File: config.mk
export PLATFORM = sky130hd
export DESIGN_NAME = color_blob_centroid_steer
export DESIGN_NICKNAME = d
export VERILOG_FILES = /design/src/cbcs_pkg.sv /design/src/cbcs_front.sv /design/src/cbcs_queue.sv /design/src/cbcs_back.sv /design/src/color_blob_centroid_steer.sv
export VERILOG_INCLUDE_DIRS = /design/src /design/src/src
export SDC_FILE = /design/constraint.sdc
export NUM_CORES = 1
export LEC_CHECK = 0
export ABC_AREA = 1
export ABC_CLOCK_PERIOD_IN_PS = 6030
export BUFFER_PORTS_ARGS = -buffer_cell sky130_fd_sc_hd__buf_2
export CORE_MARGIN = 2
export CORE_UTILIZATION = 35
export DETAILED_ROUTE_END_ITERATION = 10
export SLEW_MARGIN = 10
export SYNTH_ARGS = -nofsm -noshare
export SYNTH_HDL_FRONTEND = slang
export SYNTH_SLANG_ARGS = --single-unit
File: constraint.sdc
create_clock -name clk -period 6.03 [get_ports clk]
set_clock_uncertainty 0.15 [all_clocks]
set_input_delay 1.206 -clock clk [delete_from_list [all_inputs] [get_ports clk]]
set_output_delay 1.206 -clock clk [all_outputs]
set_load 0.1 [all_outputs]
File: src/assert_macros.svh
// Assertion macros used by the blob tracker back end, cbcs_back.
// CBCS_ASSERT needs a clk and an active-low rst_n in scope; CBCS_ASSERT_ALWAYS only a clk.
`ifndef ASSERT_MACROS_SVH
`define ASSERT_MACROS_SVH

// Clocked check, off while reset is asserted.
`define CBCS_ASSERT(lbl, prop, msg) \
    lbl: assert property (@(posedge clk) disable iff (!rst_n) prop) else $error(msg);

// Clocked check that also holds during reset.
`define CBCS_ASSERT_ALWAYS(lbl, prop, msg) \
    lbl: assert property (@(posedge clk) prop) else $error(msg);

`endif

File: src/cbcs_pkg.sv
// Shared types and constants of the color blob centroid tracker.
// No dependencies; used by every module of the block.
package cbcs_pkg;

    localparam int COORD_BITS = 10;
    localparam int COUNT_W    = 20;
    localparam int SUM_W      = 30;
    localparam int POS_W      = 11;
    localparam int DIV_CNT_W  = $clog2(SUM_W);

    localparam logic [COUNT_W-1:0] COUNT_MAX  = {COUNT_W{1'b1}};
    localparam logic [SUM_W-1:0]   SUM_MAX    = {SUM_W{1'b1}};
    localparam logic [COORD_BITS-1:0] COORD_MASK = {COORD_BITS{1'b1}};

    // register indexes
    localparam logic [2:0] REG_HUE_MAX    = 3'd0;
    localparam logic [2:0] REG_SAT_MIN    = 3'd1;
    localparam logic [2:0] REG_VAL_MIN    = 3'd2;
    localparam logic [2:0] REG_AREA_MIN   = 3'd3;
    localparam logic [2:0] REG_TURN_LEFT  = 3'd4;
    localparam logic [2:0] REG_TURN_RIGHT = 3'd5;
    localparam logic [2:0] REG_STOP_LOW   = 3'd6;
    localparam logic [2:0] REG_STOP_HIGH  = 3'd7;

    typedef enum logic [1:0] {
        CMD_NONE  = 2'd0,
        CMD_LEFT  = 2'd1,
        CMD_RIGHT = 2'd2,
        CMD_STOP  = 2'd3
    } cmd_t;

    typedef enum logic [1:0] {
        BK_IDLE,
        BK_DIV,
        BK_STEER
    } back_state_t;

    typedef struct packed {
        logic [7:0]  hue_max;
        logic [7:0]  sat_min;
        logic [7:0]  val_min;
        logic [19:0] area_min;
        logic [9:0]  turn_left_below;
        logic [9:0]  turn_right_above;
        logic [9:0]  stop_band_low;
        logic [9:0]  stop_band_high;
    } cfg_t;

    // totals of one finished frame
    typedef struct packed {
        logic [COUNT_W-1:0] count;
        logic [SUM_W-1:0]   sum_x;
        logic [SUM_W-1:0]   sum_y;
    } frame_rec_t;

    typedef struct packed {
        logic full;
        logic empty;
    } queue_status_t;

endpackage

File: src/cbcs_front.sv
// Front end: classifies pixels and accumulates count and coordinate sums.
// Depends on cbcs_pkg; pushes one frame record per frame into the queue.
module cbcs_front (
    input  logic                          clk,
    input  logic                          rst_n,
    input  cbcs_pkg::cfg_t                cfg,
    input  logic                          accept,
    input  logic [7:0]                    hue,
    input  logic [7:0]                    saturation,
    input  logic [7:0]                    brightness,
    input  logic [9:0]                    pos_x,
    input  logic [9:0]                    pos_y,
    input  logic                          end_of_frame,
    output logic                          push,
    output cbcs_pkg::frame_rec_t          rec
);

    logic [cbcs_pkg::COUNT_W-1:0] count_reg, count_next;
    logic [cbcs_pkg::SUM_W-1:0]   sumx_reg, sumx_next;
    logic [cbcs_pkg::SUM_W-1:0]   sumy_reg, sumy_next;
    logic                         marked;
    logic [cbcs_pkg::SUM_W:0]     addx, addy;

    always_comb
    begin
        marked = (hue <= cfg.hue_max) && (saturation >= cfg.sat_min) &&
                 (brightness >= cfg.val_min) && (count_reg != cbcs_pkg::COUNT_MAX);
        addx = {1'b0, sumx_reg} +
               (cbcs_pkg::SUM_W+1)'(pos_x[cbcs_pkg::COORD_BITS-1:0]);
        addy = {1'b0, sumy_reg} +
               (cbcs_pkg::SUM_W+1)'(pos_y[cbcs_pkg::COORD_BITS-1:0]);
        count_next = count_reg;
        sumx_next  = sumx_reg;
        sumy_next  = sumy_reg;
        if (marked)
        begin
            count_next = count_reg + 1'b1;
            // saturate the sums
            sumx_next = addx[cbcs_pkg::SUM_W] ? cbcs_pkg::SUM_MAX
                                              : addx[cbcs_pkg::SUM_W-1:0];
            sumy_next = addy[cbcs_pkg::SUM_W] ? cbcs_pkg::SUM_MAX
                                              : addy[cbcs_pkg::SUM_W-1:0];
        end
        push      = accept && end_of_frame;
        rec.count = count_next;
        rec.sum_x = sumx_next;
        rec.sum_y = sumy_next;
    end

    always_ff @(posedge clk or negedge rst_n)
    begin
        if (!rst_n)
        begin
            count_reg <= '0;
            sumx_reg  <= '0;
            sumy_reg  <= '0;
        end
        else if (accept)
        begin
            if (end_of_frame)
            begin
                count_reg <= '0;
                sumx_reg  <= '0;
                sumy_reg  <= '0;
            end
            else
            begin
                count_reg <= count_next;
                sumx_reg  <= sumx_next;
                sumy_reg  <= sumy_next;
            end
        end
    end

endmodule

File: src/cbcs_queue.sv
// Two-entry queue of frame records between front and back end.
// Depends on cbcs_pkg.
module cbcs_queue (
    input  logic                    clk,
    input  logic                    rst_n,
    input  logic                    push,
    input  cbcs_pkg::frame_rec_t    push_rec,
    input  logic                    pop,
    output cbcs_pkg::frame_rec_t    head,
    output cbcs_pkg::queue_status_t status
);

    cbcs_pkg::frame_rec_t entry_reg [2];
    logic                 wr_ptr_reg, rd_ptr_reg;
    logic [1:0]           fill_reg;

    always_comb
    begin
        head         = entry_reg[rd_ptr_reg];
        status.full  = (fill_reg == 2'd2);
        status.empty = (fill_reg == 2'd0);
    end

    always_ff @(posedge clk)
    begin
        if (push)
        begin
            entry_reg[wr_ptr_reg] <= push_rec;
        end
    end

    always_ff @(posedge clk or negedge rst_n)
    begin
        if (!rst_n)
        begin
            wr_ptr_reg <= 1'b0;
            rd_ptr_reg <= 1'b0;
            fill_reg   <= 2'd0;
        end
        else
        begin
            if (push)
            begin
                wr_ptr_reg <= ~wr_ptr_reg;
            end
            if (pop)
            begin
                rd_ptr_reg <= ~rd_ptr_reg;
            end
            fill_reg <= fill_reg + 2'(push) - 2'(pop);
        end
    end

endmodule

File: src/cbcs_back.sv
// Back end: bit-serial centroid division, steering decision, output register.
// Depends on cbcs_pkg and assert_macros.svh.
`include "assert_macros.svh"

module cbcs_back (
    input  logic                    clk,
    input  logic                    rst_n,
    input  cbcs_pkg::cfg_t          cfg,
    input  cbcs_pkg::frame_rec_t    head,
    input  cbcs_pkg::queue_status_t status,
    output logic                    pop,
    output logic                    out_valid,
    input  logic                    out_ready,
    output logic [1:0]              command,
    output logic                    found,
    output logic [10:0]             centroid_x,
    output logic [10:0]             centroid_y
);

    localparam int CW = cbcs_pkg::COUNT_W;
    localparam int SW = cbcs_pkg::SUM_W;
    localparam int PW = cbcs_pkg::POS_W;

    cbcs_pkg::back_state_t state_reg, state_next;

    logic [CW-1:0]                    divisor_reg;
    logic [SW-1:0]                    qx_reg, qy_reg;
    logic [CW-1:0]                    rx_reg, ry_reg;
    logic [cbcs_pkg::DIV_CNT_W-1:0]   cnt_reg;
    logic                             hit_reg;
    logic signed [PW-1:0]             last_x_reg, last_y_reg, cmdx_reg;
    logic                             out_valid_reg;
    logic [1:0]                       cmd_out_reg;
    logic                             found_out_reg;
    logic [PW-1:0]                    cx_out_reg, cy_out_reg;

    logic [SW-1:0]        qx_step, qy_step;
    logic [CW-1:0]        rx_step, ry_step;
    logic                 fire;
    logic signed [PW-1:0] lx_new, ly_new;
    cbcs_pkg::cmd_t       cmd_new;

    // one restoring division step: shift in the next dividend bit
    function automatic logic [SW+CW-1:0] div_step(input logic [SW-1:0] q,
                                                  input logic [CW-1:0] r,
                                                  input logic [CW-1:0] d);
        logic [CW:0]   shifted;
        logic          take;
        logic [CW-1:0] r_out;
        shifted = {r, q[SW-1]};
        take    = (shifted >= {1'b0, d});
        r_out   = take ? CW'(shifted - {1'b0, d}) : shifted[CW-1:0];
        return {q[SW-2:0], take, r_out};
    endfunction

    function automatic logic signed [PW-1:0] clamp_pos(input logic [SW-1:0] q);
        logic [cbcs_pkg::COORD_BITS-1:0] c;
        c = (q > SW'(cbcs_pkg::COORD_MASK)) ? cbcs_pkg::COORD_MASK
                                            : q[cbcs_pkg::COORD_BITS-1:0];
        return PW'(c);
    endfunction

    always_comb
    begin
        {qx_step, rx_step} = div_step(qx_reg, rx_reg, divisor_reg);
        {qy_step, ry_step} = div_step(qy_reg, ry_reg, divisor_reg);

        lx_new = hit_reg ? clamp_pos(qx_reg) : last_x_reg;
        ly_new = hit_reg ? clamp_pos(qy_reg) : last_y_reg;

        cmd_new = cbcs_pkg::CMD_NONE;
        if ((cmdx_reg != lx_new) && (lx_new > 0))
        begin
            priority if (lx_new < $signed({1'b0, cfg.turn_left_below}))
                cmd_new = cbcs_pkg::CMD_LEFT;
            else if (lx_new > $signed({1'b0, cfg.turn_right_above}))
                cmd_new = cbcs_pkg::CMD_RIGHT;
            else if ((cmdx_reg < $signed({1'b0, cfg.stop_band_low})) ||
                     (cmdx_reg > $signed({1'b0, cfg.stop_band_high})))
                cmd_new = cbcs_pkg::CMD_STOP;
            else
                cmd_new = cbcs_pkg::CMD_NONE;
        end

        fire       = 1'b0;
        pop        = 1'b0;
        state_next = state_reg;
        unique case (state_reg)
            cbcs_pkg::BK_IDLE:
            begin
                if (!status.empty)
                begin
                    pop        = 1'b1;
                    state_next = (head.count > cfg.area_min) ? cbcs_pkg::BK_DIV
                                                             : cbcs_pkg::BK_STEER;
                end
            end
            cbcs_pkg::BK_DIV:
            begin
                if (cnt_reg == cbcs_pkg::DIV_CNT_W'(SW - 1))
                begin
                    state_next = cbcs_pkg::BK_STEER;
                end
            end
            cbcs_pkg::BK_STEER:
            begin
                // wait for the output register to free up
                if (!out_valid_reg || out_ready)
                begin
                    fire       = 1'b1;
                    state_next = cbcs_pkg::BK_IDLE;
                end
            end
            default:
            begin
                state_next = cbcs_pkg::BK_IDLE;
            end
        endcase
    end

    always_ff @(posedge clk or negedge rst_n)
    begin
        if (!rst_n)
        begin
            state_reg <= cbcs_pkg::BK_IDLE;
        end
        else
        begin
            state_reg <= state_next;
        end
    end

    always_ff @(posedge clk or negedge rst_n)
    begin
        if (!rst_n)
        begin
            cnt_reg       <= '0;
            hit_reg       <= 1'b0;
            last_x_reg    <= '1;
            last_y_reg    <= '1;
            cmdx_reg      <= '1;
            out_valid_reg <= 1'b0;
        end
        else
        begin
            if (pop)
            begin
                cnt_reg <= '0;
                hit_reg <= (head.count > cfg.area_min);
            end
            else if (state_reg == cbcs_pkg::BK_DIV)
            begin
                cnt_reg <= cnt_reg + 1'b1;
            end
            if (fire)
            begin
                last_x_reg    <= lx_new;
                last_y_reg    <= ly_new;
                out_valid_reg <= 1'b1;
                if ((cmdx_reg != lx_new) && (lx_new > 0))
                begin
                    cmdx_reg <= lx_new;
                end
            end
            else if (out_ready)
            begin
                out_valid_reg <= 1'b0;
            end
        end
    end

    always_ff @(posedge clk)
    begin
        if (pop)
        begin
            divisor_reg <= head.count;
            qx_reg      <= head.sum_x;
            qy_reg      <= head.sum_y;
            rx_reg      <= '0;
            ry_reg      <= '0;
        end
        else if (state_reg == cbcs_pkg::BK_DIV)
        begin
            qx_reg <= qx_step;
            qy_reg <= qy_step;
            rx_reg <= rx_step;
            ry_reg <= ry_step;
        end
        if (fire)
        begin
            cmd_out_reg   <= cmd_new;
            found_out_reg <= hit_reg;
            cx_out_reg    <= lx_new;
            cy_out_reg    <= ly_new;
        end
    end

    assign out_valid  = out_valid_reg;
    assign command    = cmd_out_reg;
    assign found      = found_out_reg;
    assign centroid_x = cx_out_reg;
    assign centroid_y = cy_out_reg;

    `CBCS_ASSERT(a_div_nonzero, (state_reg == cbcs_pkg::BK_DIV) |-> (divisor_reg != '0),
                 "division started with a zero count")
    `CBCS_ASSERT(a_div_only_on_hit, (state_reg == cbcs_pkg::BK_DIV) |-> hit_reg,
                 "division running for a frame without a blob")
    `CBCS_ASSERT(a_no_overwrite, (out_valid_reg && !out_ready) |-> !fire,
                 "pending result overwritten")
    `CBCS_ASSERT(a_found_has_pos, (out_valid_reg && found_out_reg) |-> !cx_out_reg[PW-1],
                 "found result carries a negative centroid")
    `CBCS_ASSERT_ALWAYS(a_pop_in_idle, pop |-> (state_reg == cbcs_pkg::BK_IDLE),
                        "queue popped outside idle")

endmodule

File: src/color_blob_centroid_steer.sv
// Top level of the color blob centroid tracker: register file and wiring.
// Depends on cbcs_pkg, cbcs_front, cbcs_queue and cbcs_back.
//
//  channel   | direction | beat contents
//  ----------+-----------+---------------------------------------------
//  s_*       | in        | one HSV pixel with coordinates, tlast ends frame
//  m_*       | out       | one steering result per frame
//  p*        | in/out    | APB register port, eight 32-bit registers
//
// A pixel beat is taken every cycle; the frame totals go to a two-entry queue.
// Each frame result passes from idle to steer, through a 30-step bit-serial divider
// for x and y in parallel when a blob is found, then waits in the output register.
// s_tready drops only while the queue holds two unfinished frames.
// Reset restores register defaults and clears all sums; no clearing pass.
module color_blob_centroid_steer (
    input  logic        clk,
    input  logic        rst_n,
    // [7:0] hue, [15:8] saturation, [23:16] brightness,
    // [33:24] pos_x, [43:34] pos_y, [47:44] zero
    input  logic [47:0] s_tdata,
    input  logic        s_tvalid,
    output logic        s_tready,
    input  logic        s_tlast,
    // [1:0] command, [2] found, [13:3] centroid_x, [24:14] centroid_y,
    // [31:25] zero
    output logic [31:0] m_tdata,
    output logic        m_tvalid,
    input  logic        m_tready,
    input  logic        psel,
    input  logic        penable,
    input  logic        pwrite,
    input  logic [4:0]  paddr,
    input  logic [31:0] pwdata,
    output logic [31:0] prdata,
    output logic        pready
);

    cbcs_pkg::cfg_t          cfg_reg;
    cbcs_pkg::frame_rec_t    push_rec, head;
    cbcs_pkg::queue_status_t status;
    logic                    accept, push, pop;
    logic [1:0]              command;
    logic                    found;
    logic [10:0]             centroid_x, centroid_y;
    logic [2:0]              reg_idx;

    assign reg_idx = paddr[4:2];
    assign pready  = 1'b1;

    always_ff @(posedge clk or negedge rst_n)
    begin
        if (!rst_n)
        begin
            cfg_reg.hue_max          <= 8'd9;
            cfg_reg.sat_min          <= 8'd160;
            cfg_reg.val_min          <= 8'd40;
            cfg_reg.area_min         <= 20'd400;
            cfg_reg.turn_left_below  <= 10'd40;
            cfg_reg.turn_right_above <= 10'd120;
            cfg_reg.stop_band_low    <= 10'd60;
            cfg_reg.stop_band_high   <= 10'd100;
        end
        else if (psel && penable && pwrite)
        begin
            unique case (reg_idx)
                cbcs_pkg::REG_HUE_MAX:    cfg_reg.hue_max          <= pwdata[7:0];
                cbcs_pkg::REG_SAT_MIN:    cfg_reg.sat_min          <= pwdata[7:0];
                cbcs_pkg::REG_VAL_MIN:    cfg_reg.val_min          <= pwdata[7:0];
                cbcs_pkg::REG_AREA_MIN:   cfg_reg.area_min         <= pwdata[19:0];
                cbcs_pkg::REG_TURN_LEFT:  cfg_reg.turn_left_below  <= pwdata[9:0];
                cbcs_pkg::REG_TURN_RIGHT: cfg_reg.turn_right_above <= pwdata[9:0];
                cbcs_pkg::REG_STOP_LOW:   cfg_reg.stop_band_low    <= pwdata[9:0];
                cbcs_pkg::REG_STOP_HIGH:  cfg_reg.stop_band_high   <= pwdata[9:0];
                default:                  cfg_reg.hue_max          <= cfg_reg.hue_max;
            endcase
        end
    end

    always_comb
    begin
        unique case (reg_idx)
            cbcs_pkg::REG_HUE_MAX:    prdata = 32'(cfg_reg.hue_max);
            cbcs_pkg::REG_SAT_MIN:    prdata = 32'(cfg_reg.sat_min);
            cbcs_pkg::REG_VAL_MIN:    prdata = 32'(cfg_reg.val_min);
            cbcs_pkg::REG_AREA_MIN:   prdata = 32'(cfg_reg.area_min);
            cbcs_pkg::REG_TURN_LEFT:  prdata = 32'(cfg_reg.turn_left_below);
            cbcs_pkg::REG_TURN_RIGHT: prdata = 32'(cfg_reg.turn_right_above);
            cbcs_pkg::REG_STOP_LOW:   prdata = 32'(cfg_reg.stop_band_low);
            cbcs_pkg::REG_STOP_HIGH:  prdata = 32'(cfg_reg.stop_band_high);
            default:                  prdata = '0;
        endcase
    end

    assign s_tready = !status.full;
    assign accept   = s_tvalid && s_tready;

    cbcs_front u_front (
        .clk          (clk),
        .rst_n        (rst_n),
        .cfg          (cfg_reg),
        .accept       (accept),
        .hue          (s_tdata[7:0]),
        .saturation   (s_tdata[15:8]),
        .brightness   (s_tdata[23:16]),
        .pos_x        (s_tdata[33:24]),
        .pos_y        (s_tdata[43:34]),
        .end_of_frame (s_tlast),
        .push         (push),
        .rec          (push_rec)
    );

    cbcs_queue u_queue (
        .clk      (clk),
        .rst_n    (rst_n),
        .push     (push),
        .push_rec (push_rec),
        .pop      (pop),
        .head     (head),
        .status   (status)
    );

    cbcs_back u_back (
        .clk        (clk),
        .rst_n      (rst_n),
        .cfg        (cfg_reg),
        .head       (head),
        .status     (status),
        .pop        (pop),
        .out_valid  (m_tvalid),
        .out_ready  (m_tready),
        .command    (command),
        .found      (found),
        .centroid_x (centroid_x),
        .centroid_y (centroid_y)
    );

    assign m_tdata = {7'd0, centroid_y, centroid_x, found, command};

endmodule

==> results.ini, run 1 <==
[synth]
muxShareOfSynthArea = 0
yosysSeqAreaShare = 0.484
synth-simple-area-share = 0.240
synth.distinct_cells = 63
synth_compound_area_frac = 0.115
synth_adder_area_share = 0.0660
synth_warnings = 0
synth-xor-area-share = 0.0214
avgSynthCellArea_sq_um = 8.50
synth_top_family_by_area = simple AND/OR/NAND/NOR gates
synthCells = 3423
synth_edf_count = 265
ys.flop_type = edfxtp_1
syn_area_sq_um = 29100
ys_ff_latch = 515
async_flop_share = 0.408

[timing]
fin_crit_sh = 0.774
clock.fmax_ghz = 0.214
whs_ns = 0.306
setup_violations = 0
hold_viol_final = 0
drv_slew = 0
period_needed_ns = 4.67
tightest_slew_ns = 1.19
final.setup.tns_ns = 0
rsz0062_at_grt = false
max_slew_margin = 0.205

[grt]
grt_usage = 0.176
grt_pass1_wl_microns = 121000
grt_overflow = 0
grt_antenna_before_repair = 0
grt_pass1_vias = 21800
grt_max_degree = 115

[clock_network]
clock-sinks = 515
numCtsBuffers = 58
insertion_delay_ns = 0.65
root_buffer = clkbuf_16
ctsResizeCount = 0
clk_path_buf_depth = 3
clkTransAtPathRegs_ns = 0.06
post_cts_buffers = 0
htreeDepth = 2
hold_buffers = 0
cts_tree = done

[worst_setup_path]
arrival_ns = 3.31
crit_type = input pin to output port
crit_buf_inv = 4
crit_chain = buf_2, inv_1, nor3_2, inv_1, o22ai_1, a21oi_1, o211ai_1, buf_2
end_kind = output port
slowest_stage = inv_1
cpPeakStageDelay_ns = 0.48
cp_max_fo = 15
cp_top_family = buffers and inverters
cp.required_ns = 4.67
cp-start-kind = input pin

[drt]
wl_per_cell_microns = 16.4
drt-vias-per-instance = 5.01
drtAntennaViolNets = 0
drt_iter0_drc = 1737
wl_microns = 76100
drt-pass1-iter-count = 6
vias = 23200
drc_errors = 0

[final_layout]
diodes = 0
nNetsFinal = 3749
drive_gt1_frac = 0.103
mostFrequentLayoutCell = nand2_1
largest_register_ffs = 160
area_delta_synth_final_pct = 12.4
mostFrequentLayoutCells = nand2_1, inv_1, edfxtp_1
design_area_sq_um = 32700

[power_and_ir_drop]
peakVddDrop_v = 0.000294
p_per_area_nw_per_um2 = 480
p_total_w = 0.0157
p_leak_nw = 14.6

[die]
die_area_sq_um = 85500
ios = 160
rows = 105
initial_core_util = 0.354
coreArea_sq_um = 82200
fp.dieH_microns = 292
die_w_microns = 292

[place]
post_dp_cell_area_sq_um = 30700
place_congestion = 0.911
dpl.hpwl_microns = 54200
io_buffers = 121

[min_path]
holdCritPathClass = flip-flop to flip-flop

[job]
maxCapViolCount = 0

[status]
status = finished, final reports clean

==> tightest hold or removal path: stages (launching register included) <==
cell     delay [ns]
dfstp_2        0.36
inv_1          0.06
nor2_1         0.04
==> report_power, final <==
part           switching [W]  total, W  leakage (nW)  internal, W
clock network        0.00156   0.00367         0.960      0.00211
registers           0.000663   0.00585          5.40      0.00519
logic                0.00441   0.00618          8.20      0.00177
==> path summary, 6_finish.rpt <==
check                      cells after the start                    end                   from  slack, ns
max                                            8              prdata[3]               paddr[3]       1.36
min                                            2  u_back.last_y_reg[10]  u_back.last_y_reg[10]       0.31
max reg2reg                                   11         u_back.hit_reg     u_queue.rd_ptr_reg       2.36
min reg2reg                                    2  u_back.last_y_reg[10]  u_back.last_y_reg[10]       0.31
max in group asynchronous                      2            cfg_reg[57]                  rst_n       4.10
min in group asynchronous                      1    u_front.sumx_reg[3]                  rst_n       0.47
==> stage by stage <==
step,cells,util,setup WS (ns)
floorplan,3441,-,0.295
CTS,4625,0.398,1.38
global placement,4515,0.373,1.34
detailed placement,4515,0.373,1.39
finish,4625,0.398,1.36
global route,4625,0.398,1.13
==> cell families (layout without fill, tap and decap cells) <==
group / after synthesis / in the layout
simple gates: 1588 / 1588
buf+inv: 519 / 633
other cells: 2 / 20
flops: 515 / 515
fa+ha+maj: 151 / 151
xor+xnor: 71 / 71
compound gates: 577 / 577
==> cell type report <==
type / count / area (sq um)
clock inverters: 43 / 463
clock buffers: 67 / 1540
flip-flops and latches: 515 / 14100
fillers: 8263 / 49500
repair buffers: 145 / 833
inverters: 378 / 1420
well taps: 1070 / 1340
multi-input cells: 2407 / 13000
==> per-layer routing <==
layer,up-vias,wire (microns),GRT usage
met5,-,0,0
met4,0,1630,0.0433
met3,106,4050,0.0258
met2,566,34500,0.283
met1,10800,35900,0.249
li1,11700,-,-
==> Yosys cell counts (7+ instances only) <==
| library cell | n | area share |
|---|---|---|
| and2_1 | 36 | 0.0077 |
| o21ai_0 | 215 | 0.037 |
| nand4_1 | 88 | 0.019 |
| buf_2 | 33 | 0.0057 |
| o211ai_1 | 41 | 0.011 |
| nand3b_1 | 22 | 0.0057 |
| nand3_1 | 156 | 0.027 |
| ha_1 | 147 | 0.063 |
| dfxtp_1 | 40 | 0.028 |
| nor2_1 | 271 | 0.035 |
| or2_2 | 10 | 0.0021 |
| a21o_1 | 7 | 0.0018 |
| xnor2_1 | 23 | 0.0069 |
| buf_1 | 10 | 0.0013 |
| o21ai_1 | 23 | 0.0040 |
| a21oi_1 | 129 | 0.022 |
| xor2_1 | 48 | 0.014 |
| a2bb2oi_1 | 10 | 0.0030 |
| dfstp_2 | 55 | 0.050 |
| clkbuf_1 | 68 | 0.0088 |
| nor4_1 | 16 | 0.0034 |
| nand2_1 | 899 | 0.12 |
| buf_4 | 26 | 0.0067 |
| nand3b_4 | 7 | 0.0048 |
| inv_1 | 372 | 0.048 |
| o22ai_1 | 25 | 0.0054 |
| nor3_1 | 48 | 0.0083 |
| edfxtp_1 | 265 | 0.27 |
| a221oi_1 | 12 | 0.0036 |
| o21bai_1 | 14 | 0.0036 |
| o21a_1 | 17 | 0.0044 |
| nor3_2 | 7 | 0.0024 |
| a31oi_1 | 63 | 0.014 |
| dfrtp_1 | 155 | 0.13 |
Power figures use the tool's default switching activity.
==> run 2: changes to the inputs <==
Settings changed: ABC_CLOCK_PERIOD_IN_PS 6030 to 4900.
Clock period 6.03 ns to 4.9 ns, I/O delays scaled along.
==> run 2 against run 1 <==
  * Sequential share of layout area about the same
  * Total power increased by 21%
  * Largest cell class unchanged
  * Critical path type unchanged
  * First-iteration DRC count is 8.3% higher
  * Final cell count increased by 0.28%
  * Critical endpoint unchanged
  * Core utilization barely moved
==> results.ini, run 2 (synthesis results as in run 1) <==
[grt]
grt_max_degree = 80  ; -30%
grt_overflow = 0  ; unchanged
grt_pass1_vias = 21800  ; +0.29%
grt_usage = 0.177  ; +0.00141
grt_antenna_before_repair = 1  ; +1
grt_pass1_wl_microns = 121000  ; +0.71%

[drt]
vias = 23200  ; +0.15%
drtAntennaViolNets = 0  ; unchanged
drt_iter0_drc = 1881  ; +8.3%
drt-vias-per-instance = 5.01  ; -0.13%
drc_errors = 0  ; unchanged
drt-pass1-iter-count = 6  ; unchanged
wl_met3_microns = 3620  ; -11%
wl_microns = 76400  ; +0.41%
route.top_layer_used = met4
wl_per_cell_microns = 16.5  ; +0.13%
wl_met2_microns = 33800  ; -2.2%
wl_met1_microns = 37200  ; +3.6%

[place]
io_buffers = 121  ; unchanged
place_congestion = 0.905  ; -0.74%
dpl.hpwl_microns = 54400  ; +0.28%
pre_cts_slack_ns = 0.892  ; -0.493 ns
place_inst = 4530  ; +0.33%

[final_layout]
diodes = 0  ; unchanged
drive_gt1_frac = 0.103  ; +0.000747
utilization = 0.398  ; about the same
multiInputGateArea_sq_um = 13000  ; about the same
fill_cells = 8292  ; +0.35%
mostFrequentLayoutCell = nand2_1
largest_register_ffs = 160  ; unchanged
seq_area_sq_um = 14100  ; unchanged
fin_cells = 4638  ; +0.28%
mostFrequentLayoutCells = nand2_1, inv_1, nor2_1, edfxtp_1, o21ai_0
area_delta_synth_final_pct = 12.4  ; about the same
nNetsFinal = 3763  ; +0.37%

[clock_network]
clk_path_buf_depth = 3  ; unchanged
cts_tree = done
hold_buffers = 0  ; unchanged
insertion_delay_ns = 0.64  ; about the same
clock-sinks = 515  ; unchanged
htreeDepth = 2  ; unchanged
ctsResizeCount = 0  ; unchanged
post_cts_buffers = 0  ; unchanged
numCtsBuffers = 57  ; -1.7%
clkTransAtPathRegs_ns = 0.06  ; about the same
root_buffer = clkbuf_16

[timing]
setup_violations = 0  ; unchanged
max_slew_margin = 0.205  ; about the same
tightest_slew_ns = 1.19  ; +0.00296 ns
rsz0062_at_grt = false
period_needed_ns = 4.09
fin_crit_sh = 0.834
setup_ws_ns = 0.815  ; -0.548 ns
final.setup.tns_ns = 0  ; unchanged
drv_slew = 0  ; unchanged
hold_viol_final = 0  ; unchanged
clock.fmax_ghz = 0.245

[die]
coreArea_sq_um = 82200  ; unchanged
die_area_sq_um = 85500  ; unchanged
fp.dieH_microns = 292  ; unchanged
rows = 105  ; unchanged
initial_core_util = 0.354  ; unchanged
die_w_microns = 292  ; unchanged
ios = 160  ; unchanged

[power_and_ir_drop]
swShare = 0.426  ; +0.00343
p_sw_w = 0.00811  ; +22%
peakVddDrop_v = 0.000422  ; +43%
clockPowerShare = 0.220  ; -0.013
combinationalPowerShare = 0.402  ; +0.008
p_int_w = 0.0109  ; +21%
p_total_w = 0.0191  ; +21%
p_leak_nw = 14.6  ; +0.15%
power_frac_seq = 0.378  ; +0.005
p_per_area_nw_per_um2 = 583  ; +21%

[worst_setup_path]
end_kind = output port
crit_start = paddr[2]
reg2reg_depth = 11  ; unchanged
arrival_ns = 2.96  ; -0.35 ns
rrSetupSlack_ns = 1.11  ; -1.25 ns
worstSetupEndpoint = prdata[3]
timing.rr.end = u_back.state_reg[0]
cp-start-kind = input pin
cp_max_fo = 8  ; -7
r2r-start = u_queue.rd_ptr_reg
cp.required_ns = 3.77  ; -0.90 ns
crit_type = input pin to output port

[job]
maxCapViolCount = 0  ; unchanged

[status]
status = finished, final reports clean

[min_path]
holdCritPathClass = input pin to async pin

[run 2: power by group through the flow]
stage	logic [W]	registers (W)	clock network, W
after floorplan	0.00516	0.00764	0
after global placement	0.00759	0.00724	0
after detailed placement	0.00770	0.00726	0
after CTS	0.00772	0.00719	0.00429
after global routing	0.00863	0.00735	0.00447
final	0.00767	0.00720	0.00419
[run 2: how the worst min path moves through the flow]
stage	cells past startpoint	slack [ns]	to
final	1	0.20	cfg_reg[71]
after global routing	1	0.24	cfg_reg[71]
after CTS	1	0.21	cfg_reg[71]
after detailed placement	2	0.30	u_back.last_y_reg[10]
after global placement	2	0.30	u_back.last_y_reg[10]
after floorplan	2	0.29	u_back.last_x_reg[10]
[run 2: routing by layer]
metal  up-vias  track usage
met5         -            0
li1      11700            -
met4         0       0.0477
met2       480        0.278
met1     10900        0.256
met3       105       0.0259
[run 2: final cells by class]
| class | count | area share |
|---|---|---|
| tap | 1070 | 0.0409 |
| clock inverter | 42 | 0.00979 |
| timing repair buffer | 160 | 0.0308 |
| sequential | 515 | 0.431 |
| clock buffer | 66 | 0.0462 |
| multi-input combinational | 2407 | 0.398 |
| inverter | 378 | 0.0434 |
[run 2: critical path, cell delays in order]
cell      delay, ns
buf_2          0.12
inv_1          0.10
nor3_1         0.49
inv_1          0.31
o22ai_1        0.22
a221oi_1       0.11
o211ai_1       0.15
buf_2          0.46
[run 2: per-stage QoR]
stage,area (sq um),hold WS (ns)
finish,32700,0.202
global route,32700,0.242
CTS,32700,0.215
detailed placement,30900,0.297
global placement,30900,0.297
floorplan,29200,0.288
